==> config.mk <==
export PLATFORM = sky130hd
export DESIGN_NAME = iptc_dataset_deframer_core
export DESIGN_NICKNAME = d
export VERILOG_FILES = /design/src/hw/rtl/iptcdf_pkg.sv /design/src/hw/rtl/iptc_dataset_deframer_core.sv
export SDC_FILE = /design/constraint.sdc
export NUM_CORES = 1
export LEC_CHECK = 0
export ABC_AREA = 1
export BUFFER_PORTS_ARGS = -buffer_cell sky130_fd_sc_hd__buf_2
export CAP_MARGIN = 20
export CORE_MARGIN = 3
export CORE_UTILIZATION = 45
export CTS_BUF_LIST = sky130_fd_sc_hd__clkbuf_2
export DETAILED_ROUTE_END_ITERATION = 8
export MAX_ROUTING_LAYER = met4
export PLACE_DENSITY = 0.62
export REMOVE_ABC_BUFFERS = 1
export SLEW_MARGIN = 20
export SYNTH_ARGS = -nofsm -noshare
export SYNTH_HDL_FRONTEND = slang
export SYNTH_SLANG_ARGS = --single-unit
export TNS_END_PERCENT = 100
==> constraint.sdc <==
create_clock -name clk_i -period 10.58 [get_ports clk_i]
set_input_delay 2.116 -clock clk_i [delete_from_list [all_inputs] [get_ports clk_i]]
set_output_delay 2.116 -clock clk_i [all_outputs]
set_load 0.05 [all_outputs]
==> src/hw/rtl/iptcdf_pkg.sv <==
// Package with the phase and event codes and the fixed sizes of the dataset deframer.
package iptcdf_pkg;

  // Most extended length bytes that a header may announce.
  localparam int unsigned MaxLengthBytes = 4;

  // Width of the length-byte counter; it must hold MaxLengthBytes.
  localparam int unsigned LenLeftW = $clog2(MaxLengthBytes + 1);

  // Configuration register indexes.
  localparam logic CfgMarker = 1'b0;
  localparam logic CfgBlockLen = 1'b1;

  // Reset value of the marker register.
  localparam logic [7:0] MarkerReset = 8'd28;

  // Header parse phases.
  typedef enum logic [2:0] {
    PH_SCAN    = 3'd0,
    PH_REC     = 3'd1,
    PH_DSET    = 3'd2,
    PH_LEN_HI  = 3'd3,
    PH_LEN_LO  = 3'd4,
    PH_EXT     = 3'd5,
    PH_PAYLOAD = 3'd6,
    PH_DONE    = 3'd7
  } phase_e;

  // Result kinds.
  typedef enum logic [1:0] {
    EV_START   = 2'd0,
    EV_PAYLOAD = 2'd1,
    EV_SKIP    = 2'd2,
    EV_ABORT   = 2'd3
  } event_kind_e;

  // One result item.
  typedef struct packed {
    event_kind_e kind;
    logic [7:0]  record_number;
    logic [7:0]  dataset_number;
    logic [7:0]  payload_byte;
    logic [31:0] payload_length;
    logic        last;
  } result_t;

endpackage

==> src/hw/rtl/iptc_dataset_deframer_core.sv <==
// Byte-serial deframer for dataset headers of a block with configured length.
//
// The block takes one byte per cycle and gives at most one result per byte, so it
// sustains one request per cycle in both directions while results are taken. Each
// byte goes straight through the header state machine and its position and length
// counters into the output register; a new byte is taken whenever that register is
// empty or being drained in the same cycle. The one long path is the fit check of a
// header, one 34-bit add and compare of position plus declared length against the
// block length. Writing the block length register starts a new block; the user must
// write configuration only while no result is pending; the block does not check it.
module iptc_dataset_deframer_core (
  input  logic                       clk_i,
  input  logic                       rst_ni,
  // Configuration write port
  input  logic                       cfg_we_i,
  input  logic                       cfg_index_i,
  input  logic [31:0]                cfg_data_i,
  // Input byte channel
  input  logic                       in_valid_i,
  output logic                       in_ready_o,
  input  logic [7:0]                 data_byte_i,
  // Result channel
  output logic                       out_valid_o,
  input  logic                       out_ready_i,
  output logic [1:0]                 event_kind_o,
  output logic [7:0]                 record_number_o,
  output logic [7:0]                 dataset_number_o,
  output logic [7:0]                 payload_byte_o,
  output logic [31:0]                payload_length_o,
  output logic                       last_of_dataset_o
);
  import iptcdf_pkg::*;

  // Configuration and parse state.
  logic [7:0]          marker_q;
  logic [31:0]         block_len_q;
  phase_e              phase_q, phase_d;
  logic [31:0]         pos_q, pos_d;
  logic [7:0]          rec_q, rec_d;
  logic [7:0]          dset_q, dset_d;
  logic [31:0]         len_acc_q, len_acc_d;
  logic [LenLeftW-1:0] len_left_q, len_left_d;
  logic [31:0]         pay_left_q, pay_left_d;

  // Output register.
  logic                out_valid_q;
  result_t             res_q;

  // Step results.
  logic                res_valid;
  result_t             res;
  logic                in_fire;

  assign in_ready_o = !out_valid_q || out_ready_i;
  assign in_fire    = in_valid_i && in_ready_o;

  // Next parse state and the result that the current byte causes.
  always_comb begin
    logic [32:0] pos_p3;
    logic [33:0] hdr_end;
    logic [31:0] fin_len;
    logic [14:0] ext_count;
    logic [31:0] pay_dec;
    logic        do_finish;
    logic        advance;

    phase_d    = phase_q;
    pos_d      = pos_q;
    rec_d      = rec_q;
    dset_d     = dset_q;
    len_acc_d  = len_acc_q;
    len_left_d = len_left_q;
    pay_left_d = pay_left_q;
    res_valid  = 1'b0;
    res        = '{kind: EV_START, record_number: rec_q, dataset_number: dset_q,
                   payload_byte: 8'd0, payload_length: 32'd0, last: 1'b0};
    do_finish  = 1'b0;
    fin_len    = 32'd0;
    advance    = 1'b1;
    pos_p3     = {1'b0, pos_q} + 33'd3;
    ext_count  = {len_acc_q[6:0], data_byte_i};
    pay_dec    = pay_left_q - 32'd1;

    case (phase_q)
      PH_SCAN: begin
        if (pos_p3 >= {1'b0, block_len_q}) begin
          phase_d = PH_DONE;
          advance = 1'b0;
        end else if (data_byte_i == marker_q) begin
          phase_d = PH_REC;
        end
      end
      PH_REC: begin
        rec_d   = data_byte_i;
        phase_d = PH_DSET;
      end
      PH_DSET: begin
        dset_d  = data_byte_i;
        phase_d = PH_LEN_HI;
      end
      PH_LEN_HI: begin
        len_acc_d = {24'd0, data_byte_i};
        phase_d   = PH_LEN_LO;
      end
      PH_LEN_LO: begin
        if (pos_q >= block_len_q) begin
          phase_d = PH_DONE;
          advance = 1'b0;
        end else if (len_acc_q[7]) begin
          // Extended form: the low 15 bits count further length bytes.
          if (ext_count > 15'(MaxLengthBytes)) begin
            res_valid = 1'b1;
            res.kind  = EV_ABORT;
            phase_d   = PH_DONE;
            advance   = 1'b0;
          end else begin
            len_acc_d  = 32'd0;
            len_left_d = LenLeftW'(ext_count);
            if (ext_count == 15'd0) begin
              do_finish = 1'b1;
              fin_len   = 32'd0;
            end else begin
              phase_d = PH_EXT;
            end
          end
        end else begin
          len_acc_d = {len_acc_q[23:0], data_byte_i};
          do_finish = 1'b1;
          fin_len   = {len_acc_q[23:0], data_byte_i};
        end
      end
      PH_EXT: begin
        if (pos_q >= block_len_q) begin
          phase_d = PH_DONE;
          advance = 1'b0;
        end else begin
          len_acc_d  = {len_acc_q[23:0], data_byte_i};
          len_left_d = len_left_q - LenLeftW'(1);
          if (len_left_q == LenLeftW'(1)) begin
            do_finish = 1'b1;
            fin_len   = {len_acc_q[23:0], data_byte_i};
          end
        end
      end
      PH_PAYLOAD: begin
        pay_left_d       = pay_dec;
        res_valid        = 1'b1;
        res.kind         = EV_PAYLOAD;
        res.payload_byte = data_byte_i;
        res.last         = (pay_dec == 32'd0);
        if (pay_dec == 32'd0) begin
          phase_d = PH_SCAN;
        end
      end
      default: begin
        // Block finished: bytes are dropped until the block length is written.
        advance = 1'b0;
      end
    endcase

    // Header complete: start the dataset if it fits, else skip the block.
    hdr_end = {2'b0, pos_q} + 34'd1 + {2'b0, fin_len};
    if (do_finish) begin
      res_valid          = 1'b1;
      res.payload_length = fin_len;
      if (hdr_end <= {2'b0, block_len_q}) begin
        res.kind   = EV_START;
        res.last   = (fin_len == 32'd0);
        pay_left_d = fin_len;
        phase_d    = (fin_len == 32'd0) ? PH_SCAN : PH_PAYLOAD;
      end else begin
        res.kind = EV_SKIP;
        phase_d  = PH_DONE;
      end
    end

    // Byte position saturates at its top value.
    if (advance && (pos_q != '1)) begin
      pos_d = pos_q + 32'd1;
    end
  end

  // Configuration and parse state registers.
  always_ff @(posedge clk_i or negedge rst_ni) begin
    if (!rst_ni) begin
      marker_q    <= MarkerReset;
      block_len_q <= 32'd0;
      phase_q     <= PH_SCAN;
      pos_q       <= 32'd0;
      rec_q       <= 8'd0;
      dset_q      <= 8'd0;
      len_acc_q   <= 32'd0;
      len_left_q  <= '0;
      pay_left_q  <= 32'd0;
    end else if (cfg_we_i) begin
      if (cfg_index_i == CfgMarker) begin
        marker_q <= cfg_data_i[7:0];
      end else begin
        // A new block length restarts the parse.
        block_len_q <= cfg_data_i;
        phase_q     <= PH_SCAN;
        pos_q       <= 32'd0;
        rec_q       <= 8'd0;
        dset_q      <= 8'd0;
        len_acc_q   <= 32'd0;
        len_left_q  <= '0;
        pay_left_q  <= 32'd0;
      end
    end else if (in_fire) begin
      phase_q    <= phase_d;
      pos_q      <= pos_d;
      rec_q      <= rec_d;
      dset_q     <= dset_d;
      len_acc_q  <= len_acc_d;
      len_left_q <= len_left_d;
      pay_left_q <= pay_left_d;
    end
  end

  // Output valid flag.
  always_ff @(posedge clk_i or negedge rst_ni) begin
    if (!rst_ni) begin
      out_valid_q <= 1'b0;
    end else if (in_fire) begin
      out_valid_q <= res_valid;
    end else if (out_ready_i) begin
      out_valid_q <= 1'b0;
    end
  end

  // Output payload register.
  always_ff @(posedge clk_i) begin
    if (in_fire && res_valid) begin
      res_q <= res;
    end
  end

  assign out_valid_o       = out_valid_q;
  assign event_kind_o      = res_q.kind;
  assign record_number_o   = res_q.record_number;
  assign dataset_number_o  = res_q.dataset_number;
  assign payload_byte_o    = res_q.payload_byte;
  assign payload_length_o  = res_q.payload_length;
  assign last_of_dataset_o = res_q.last;

  // A skipped or aborted dataset ends the block.
  assert property (@(posedge clk_i) disable iff (!rst_ni)
    (in_fire && !cfg_we_i && res_valid && (res.kind == EV_SKIP || res.kind == EV_ABORT))
      |=> phase_q == PH_DONE)
    else $error("skip or abort did not end the block");

  // The last payload byte returns the parser to scanning.
  assert property (@(posedge clk_i) disable iff (!rst_ni)
    (in_fire && !cfg_we_i && res_valid && res.kind == EV_PAYLOAD && res.last)
      |=> phase_q == PH_SCAN)
    else $error("last payload byte did not return to scanning");

  // Extended length phase always has between one and the maximum bytes left.
  assert property (@(posedge clk_i) disable iff (!rst_ni)
    (phase_q == PH_EXT) |->
      (len_left_q != '0 && len_left_q <= LenLeftW'(MaxLengthBytes)))
    else $error("length byte counter out of range");

  // Payload phase always has at least one byte left.
  assert property (@(posedge clk_i) disable iff (!rst_ni)
    (phase_q == PH_PAYLOAD) |-> (pay_left_q != 32'd0))
    else $error("payload phase with nothing left");

  // A finished block produces no result.
  assert property (@(posedge clk_i) disable iff (!rst_ni)
    (in_fire && !cfg_we_i && phase_q == PH_DONE) |=> !out_valid_q)
    else $error("result produced after the block end");

endmodule

==> results.toml, run 1 <==
[synthesis]
async_flop_share_pct = 71.90
synthesis.area_um2 = 16110
synth_cells = 2220
yosys_warnings = 0
yosysTopAreaCell = "dfrtp_1"
synthDistinctLibCells = 52
synth_area_per_cell_um2 = 7.259
synth.yosys.seq_area_share_pct = 34.47
synth_top_flop_cell = "dfrtp_1"
netlist_top_cells_count = "nand2_1 (590), nor2_1 (279), inv_1 (238)"
synth_edf_count = 59
yosysMostFrequentCell = "nand2_1"
synth_top_area_share_pct = 22.98
ys_seq_elements = 210
synth_area_leaders = "dfrtp_1 (23%), nand2_1 (14%), edfxtp_1 (11%)"

[setup_path]
crit_type = "reg -> reg"
crit_path_max_fanout = 39
crit_path_frequent_cell = "nand2_1"
cp-startpoint = "pos_q[0]"
rrSetupSlack_ns = 2.63
r2r-start = "pos_q[0]"
arrival_ns = 8.66
cp-start-kind = "flop"
cp.required_ns = 11.29
crit_slowest_cell = "nor4_1"
slowest_delay_ns = 0.64
end_kind = "flop"

[clock_network]
root_buffer = "clkbuf_2"
clk_latency_ns = 1.04
cts_tree = "built"
postCtsHoldBufs = 0
cts_resized = 0
h-tree-depth = 2
cts_max_path_buffers = 3
cts_made_buffers = 57
cts_setup_buffers = 0
path_clk_slew_ns = 0.11
clock_sinks = 210

[placement]
portBuffers = 106
place.gp.congestion = 1.020
dpl.hpwl_um = 42290

[power]
power_mw = 3.918
irDropWorstVdd_uv = 225.3
netSwitchingFraction_pct = 53.12
internal_power_mw = 1.837
p_per_area_nw_per_um2 = 223.4
p_seq_share_pct = 29.2
power_switching_mw = 2.081
p_comb_share_pct = 55.1
p_leak_nw = 9.092
clockPowerShare_pct = 15.7

[grt]
grt_overflow_total = 0
grt_usage_pct = 29.79
antenna_found_initial = 2
grt_max_degree = 84
grt_pass1_vias = 14790
grt_pass1_wl_um = 86190

[floorplanning]
core_area_um2 = 34880
row_count = 68
die_w_um = 195.2
chipHeight_um = 195.2
initial_core_util_pct = 46.19
dieArea_um2 = 38120
ios = 107

[timing]
setup_viol = 0
timing.final.max_slew_violations = 0
relSlewSlack_pct = 25.93
rsz0062_at_grt = "false"
fmax_mhz = 125.8
finalCritPeriodShare_pct = 75.15
timing.hold.ws_ns = 0.4559
fin_skew_ns = 0.08393
fin_setup_tns_ns = 0
tightest_slew_ns = 1.104
hold_viol = 0
post-route-min-period_ns = 7.951

[drt]
vias_per_cell = 5.531
via_count = 15680
first_pass_iters = 7
ant_nets = 0
first_iter_violations = 1357
wirelength_um = 56010
drc = 0
wl_per_cell_um = 19.76

[min_path]
hold_start = "rec_q[3]"
min_path_type = "reg -> reg"

[layout]
area_growth_pct = 8.805
drive_gt1_share_pct = 12.75
nFillCells = 3601
fin_nets = 2511

[run]
drv_cap = 0

[run_status]
outcome = "completed"
[final timing paths]
check                                      to  depth (start not counted)
min                        record_number_o[3]                          0
min reg2reg                record_number_o[3]                          0
max                         last_of_dataset_o                         38
max reg2reg                 last_of_dataset_o                         38
max in group asynchronous       len_acc_q[11]                          2
min in group asynchronous     block_len_q[20]                          1
[through the flow]
stage               std cells  worst slack (ns)  area (um2)  utilization (%)
global placement         2726             2.842       17000            48.72
global route             2834             2.069       17530            50.26
detailed placement       2726             2.924       17000            48.72
finish                   2834             2.629       17530            50.26
CTS                      2832             2.856       17530            50.25
floorplan                2155             4.666       15800                -
[cell type report]
type / count / area, um2 / share of cell area [%]
multi-input combinational: 1685 / 9281 / 52.94
sequential: 210 / 5554 / 31.68
inverter: 260 / 978.4 / 5.581
timing repair buffer: 116 / 611.8 / 3.490
tap: 455 / 569.3 / 3.247
clock buffer: 96 / 480.5 / 2.740
clock inverter: 10 / 52.55 / 0.2997
antenna: 2 / 5.005 / 0.02854
[power by group through the flow]
stage               registers (mW)  logic [mW]  clock network, mW
global placement              1.15        2.11                  0
finish                        1.14        2.16              0.616
CTS                           1.14        2.13              0.638
floorplan                     1.23        1.42                  0
detailed placement            1.15        2.12                  0
global route                  1.16        2.39              0.676
[cell families after synthesis]
family                   after synthesis  synth area share, %
flip-flops                           210                34.47
buffers and inverters                325                8.013
XOR/XNOR                             111                6.033
multiplexers                          16                1.118
adder cells (fa/ha/maj)              135                10.53
AO/OA/AOI/OAI                        275                9.566
AND/OR/NAND/NOR                     1148                30.27
[worst max-delay path: cells and delay by family, from the launching register on]
family | cells | cell delay (ns)
AOI/OAI and AO/OA | 6 | 1.25
xor gates and xnor gates | 1 | 0.15
adders and majority gates | 4 | 1.30
buffers and inverters | 4 | 1.02
DFF | 1 | 0.43
and+or+nand+nor | 23 | 3.48
[state kept, by name, indices dropped and copies added, names as in the netlist, 8 cells and up]
register / cells
marker_q: 8
dataset_number_o: 8
dset_q: 8
pos_q: 32
block_len_q: 32
pay_left_q: 32
payload_byte_o: 8
rec_q: 8
payload_length_o: 32
len_acc_q: 24
record_number_o: 8
[cells in the final DEF (no fill, tap or decap), types with 59 or more instances in the layout]
cell type  instances
inv_1            237
o21ai_0           73
dfrtp_1          148
nor2_1           277
nand3_1          113
a21oi_1           96
buf_2            105
edfxtp_1          59
ha_1             134
nand2_1          589
clkbuf_2          96
xor2_1            80
nor3_1            59
[layer usage]
metal / routed length, um / vias up / track usage [%]
li1: - / 7536 / -
met1: 25020 / 7307 / 40.78
met2: 23910 / 687 / 42.84
met3: 4753 / 146 / 6.694
met4: 2326 / 0 / 12.01
met5: 0 / - / -
Power figures use the tool's default switching activity.
==> run 2, diff against run 1 <==
PLACE_DENSITY = 0.65   (was 0.62)
clock period = 7.25 ns   (was 10.58 ns; I/O delays follow)
==> results.toml, run 2 (same netlist as run 1, synthesis figures left out) <==
[run_status]
outcome = "completed"

[clock_network]
postCtsHoldBufs = 0
path_clk_slew_ns = 0.10
cts_tree = "built"
cts_made_buffers = 58
clock_sinks = 210
h-tree-depth = 2
clk_latency_ns = 1.03
root_buffer = "clkbuf_2"
cts_max_path_buffers = 3

[timing]
fmax_mhz = 152.3
timing.final.max_slew_violations = 0
setup_viol = 0
timing.hold.ws_ns = 0.4241
fin_setup_tns_ns = 0
rsz0062_at_grt = "false"
hold_viol = 0
relSlewSlack_pct = 31.78
post-route-min-period_ns = 6.565
postLayoutSetupSlackWorst_ns = 0.6851
tightest_slew_ns = 1.017
fin_skew_ns = 0.06862
finalCritPeriodShare_pct = 90.55

[drt]
wl_per_cell_um = 19.35
via_count = 15800
top_layer = "met4"
wl_met2_um = 25040
wirelength_um = 55940
first_iter_violations = 1262
vias_per_cell = 5.464
wl_met3_um = 3643
drc = 0
wl_met1_um = 25510
first_pass_iters = 6
ant_nets = 0

[layout]
area_growth_pct = 11.69
drive_gt1_share_pct = 14.25
regArea_um2 = 5557
fin_nets = 2567
nFillCells = 3550
multi_input_area_um2 = 9296
final_cell_mix = "nand2_1 (589), nor2_1 (277), inv_1 (237), dfrtp_1 (146), ha_1 (134)"
final_common_cell = "nand2_1"

[floorplanning]
initial_core_util_pct = 46.19
die_w_um = 195.2
dieArea_um2 = 38120
ios = 107
row_count = 68
core_area_um2 = 34880
chipHeight_um = 195.2

[grt]
grt_pass1_wl_um = 86830
grt_usage_pct = 29.93
grt_overflow_total = 0
grt_max_degree = 85
grt_pass1_vias = 15320
antenna_found_initial = 1

[placement]
portBuffers = 106
place.gp.congestion = 1.014
dpl.hpwl_um = 43510
dpl_worst_slack_ns = 0.3296

[setup_path]
cp.required_ns = 8.14
slowest_delay_ns = 0.51
crit_path_max_fanout = 15
crit_type = "reg -> reg"
cp-start-kind = "flop"
crit_slowest_cell = "dfrtp_2"
end_kind = "flop"
arrival_ns = 7.45
crit_path_frequent_cell = "nand2_1"

[power]
p_leak_nw = 9.360
p_per_area_nw_per_um2 = 316.6
irDropWorstVdd_uv = 329.7

[run]
drv_cap = 0

[min_path]
min_path_type = "reg -> reg"
[run 2: cell count changes in the layout (fill, tap and decap cells not counted), moves of 3 or more]
| cell | before | now |
|---|---|---|
| buf_12 | 0 | 3 |
| buf_4 | 10 | 61 |
| clkbuf_2 | 96 | 76 |
| clkinv_1 | 8 | 25 |
| clkinv_2 | 0 | 7 |
[run 2: critical path: cells and delay by family, from the launching register on]
| kind | cells | cell delay (ns) |
|---|---|---|
| and+or+nand+nor | 22 | 2.47 |
| adders and majority gates | 4 | 1.26 |
| buffers and inverters | 4 | 0.68 |
| xor gates and xnor gates | 1 | 0.16 |
| AOI/OAI and AO/OA | 7 | 1.34 |
| DFF | 1 | 0.51 |
[run 2: area by class of cell]
type | instances | area share, %
repair buffers | 171 | 5.944
inverters | 260 | 5.457
flip-flops and latches | 210 | 30.87
well taps | 455 | 3.163
clock buffers | 76 | 2.113
diodes | 1 | 0.01390
clock inverters | 33 | 0.7855
multi-input cells | 1685 | 51.65
[run 2: per-layer routing]
metal	global-route usage, %	up-vias
met3	4.727	99
met2	45.87	572
met4	9.110	0
met1	41.10	7481
met5	-	-
li1	-	7645
[run 2: per-stage QoR]
| step | util [%] | std cells | total power [mW] | cell area [um2] |
|---|---|---|---|---|
| after floorplan | - | 2155 | 3.875 | 15800 |
| after global placement | 49.97 | 2779 | 4.776 | 17430 |
| after detailed placement | 50.01 | 2780 | 4.802 | 17450 |
| after CTS | 51.51 | 2889 | 5.682 | 17970 |
| after global routing | 51.60 | 2891 | 6.144 | 18000 |
| final | 51.60 | 2891 | 5.698 | 18000 |
[run 2: where the power goes]
part | leakage (nW) | switching [mW] | internal, mW
Sequential | 2.51 | 0.214 | 1.44
Clock | 0.385 | 0.563 | 0.299
Combinational | 6.47 | 2.26 | 0.923
Total | 9.36 | 3.03 | 2.66
[run 2: final timing paths]
| kind | startpoint | endpoint | slack (ns) | cells past startpoint |
|---|---|---|---|---|
| worst max-delay path | pos_q[15] | pay_left_q[12] | 0.69 | 38 |
| worst min-delay path | rec_q[3] | record_number_o[3] | 0.42 | 0 |
| worst max register to register | pos_q[15] | pay_left_q[12] | 0.69 | 38 |
| max in group asynchronous | rst_ni | rec_q[3] | 5.29 | 2 |
| worst min register to register | rec_q[3] | record_number_o[3] | 0.42 | 0 |
| min in group asynchronous | rst_ni | block_len_q[27] | 0.47 | 1 |
[run 2: what timing repair did]
action,CTS,global route
gates resized for setup,0,5
endpoints found under the hold margin,0,0
endpoints found under the setup margin,0,37
buffers inserted,0,1
==> run 3, diff against run 2 <==
ABC_AREA = 0   (was 1)
==> results.toml, run 3 <==
[drt]
vias_per_cell = 5.771
wl_per_cell_um = 19.87
drc = 0
wirelength_um = 45000
ant_nets = 0
first_iter_violations = 997
first_pass_iters = 5
via_count = 13070

[timing]
postLayoutSetupSlackWorst_ns = 0.2929
fmax_mhz = 143.7
hold_viol = 0
tightest_slew_ns = 0.9894
timing.final.max_slew_violations = 0
timing.hold.ws_ns = 0.4582
finalCritPeriodShare_pct = 95.96
setup_viol = 0
fin_skew_ns = 0.07552
post-route-min-period_ns = 6.957
relSlewSlack_pct = 34.04

[layout]
nFillCells = 2961
design_area_um2 = 16800
drive_gt1_share_pct = 20.66
fin_nets = 2001
area_growth_pct = 16.60
final_util_pct = 54.09
final_cell_mix = "nand2_1 (172), dfrtp_1 (148), ha_1 (134), nor2_1 (124), buf_4 (119)"
final_common_cell = "nand2_1"
fin_cells = 2265

[power]
power_switching_mw = 1.610
p_comb_share_pct = 37.8
netSwitchingFraction_pct = 41.45
internal_power_mw = 2.274
clockPowerShare_pct = 23.2
p_per_area_nw_per_um2 = 231.1
irDropWorstVdd_uv = 184.1
p_seq_share_pct = 39.0
p_leak_nw = 8.022

[floorplanning]
ios = 107
core_area_um2 = 31070
dieArea_um2 = 34210
chipHeight_um = 185.0
row_count = 64
initial_core_util_pct = 46.39
die_w_um = 185.0

[run_status]
outcome = "completed"

[synthesis]
async_flop_share_pct = 71.90
synth_top_flop_cell = "dfrtp_1"
synth_area_leaders = "dfrtp_1 (26%), edfxtp_1 (12%), ha_1 (12%)"
synth_edf_count = 59
yosysMostFrequentCell = "nand2_1"
synthDistinctLibCells = 82
ys_seq_elements = 210
synth_area_per_cell_um2 = 9.030
yosysTopAreaCell = "dfrtp_1"
synth_top_area_share_pct = 25.70
synthesis.area_um2 = 14410
synthAdderAreaFrac_pct = 11.77
synth_compound_area_share_pct = 15.89
yosys.area_share.simple_pct = 21.73
netlist_top_cells_count = "nand2_1 (172), dfrtp_1 (148), ha_1 (134)"
synth-xor-area-share_pct = 5.895
yosys_warnings = 0
synth.yosys.seq_area_share_pct = 38.54
synth_cells = 1596
yosys-mux-area-fraction_pct = 2.231
synth_top_family_by_area = "simple AND/OR/NAND/NOR gates"

[grt]
grt_pass1_wl_um = 70890
grt_overflow_total = 0
grt_pass1_vias = 12880
grt_max_degree = 80
antenna_found_initial = 1
grt_usage_pct = 27.15

[clock_network]
path_clk_slew_ns = 0.10
h-tree-depth = 2
cts_max_path_buffers = 3
cts_tree = "built"
clock_sinks = 210
clk_latency_ns = 0.95
cts_made_buffers = 57
root_buffer = "clkbuf_2"

[placement]
dpl_worst_slack_ns = -0.3489
place_area_um2 = 16080
dp.cells = 2152
portBuffers = 106
dpl.hpwl_um = 33920
place.gp.congestion = 0.9876

[run]
drv_cap = 0

[min_path]
min_path_type = "reg -> reg"

[setup_path]
crit_type = "reg -> reg"
crit_path_max_fanout = 11
slowest_delay_ns = 0.58
cp.required_ns = 8.06
crit_slowest_cell = "or4_4"
crit_path_frequent_cell = "ha_1"
end_kind = "flop"
cp-start-kind = "flop"
arrival_ns = 7.76
[run 3: cells by family after synthesis]
kind of cell,after synthesis
xor gates and xnor gates,97
adders and majority gates,135
and+or+nand+nor,618
AOI/OAI and AO/OA,364
DFF,210
muxes,29
buffers and inverters,143
[run 3: path summary, 6_finish.rpt]
check | from | to | slack, ns | cells past startpoint
min in group asynchronous | rst_ni | pos_q[22] | 0.59 | 1
max | pos_q[27] | pay_left_q[13] | 0.29 | 31
min | dset_q[7] | dataset_number_o[7] | 0.46 | 0
max reg2reg | pos_q[27] | pay_left_q[13] | 0.29 | 31
max in group asynchronous | rst_ni | phase_q[2] | 5.20 | 2
min reg2reg | dset_q[7] | dataset_number_o[7] | 0.46 | 0
[run 3: layer usage]
metal  global-route usage [%]  routed length, um  up-vias  share of wire [%]
met4                    8.043               1272        0                2.8
met1                    37.42              20350     6212                 45
met5                        -                  0        -                  0
met2                    41.39              20150      496                 45
li1                         -                  -     6262                  -
met3                    4.517               3226      101                7.2
[run 3: area by class of cell]
class                      instances  area [um2]  area share (%)
clock inverter                    23       136.4          0.8116
clock buffer                      84       420.4           2.502
multi-input combinational       1243        8389           49.92
sequential                       210        5554           33.05
tap                              396       495.5           2.948
timing repair buffer             229        1510           8.987
inverter                          79       296.5           1.765
antenna                            1       2.502         0.01489
[run 3: stage by stage]
stage,power (mW),TNS (ns)
2_1_floorplan,2.449,-10.89
3_3_place_gp,2.936,-11.38
3_5_place_dp,2.950,-7.897
4_1_cts,3.874,-0.0003952
5_1_grt,4.131,-0.2924
6_report,3.884,0
[run 3: timing repair]
action	4_1_cts	5_1_grt
gates cloned	0	1
resized for setup	12	14
setup buffers	0	4
hold buffers	0	0
pin swaps	0	13
setup endpoints to repair	35	37
[run 3: power by group through the flow]
stage	registers [mW]	clock network [mW]	logic, mW
after floorplan	1.64	0	0.810
after global placement	1.53	0	1.40
after detailed placement	1.54	0	1.41
after CTS	1.51	0.932	1.43
after global routing	1.53	0.997	1.60
final	1.51	0.900	1.47
[run 3: worst max-delay path, delay by kind of cell, from the launching register on]
family	cells	cell delay [ns]
buf+inv	3	0.47
flops	1	0.39
compound gates	13	2.53
xor+xnor	1	0.11
simple gates	10	2.04
mux	1	0.33
fa+ha+maj	3	1.00
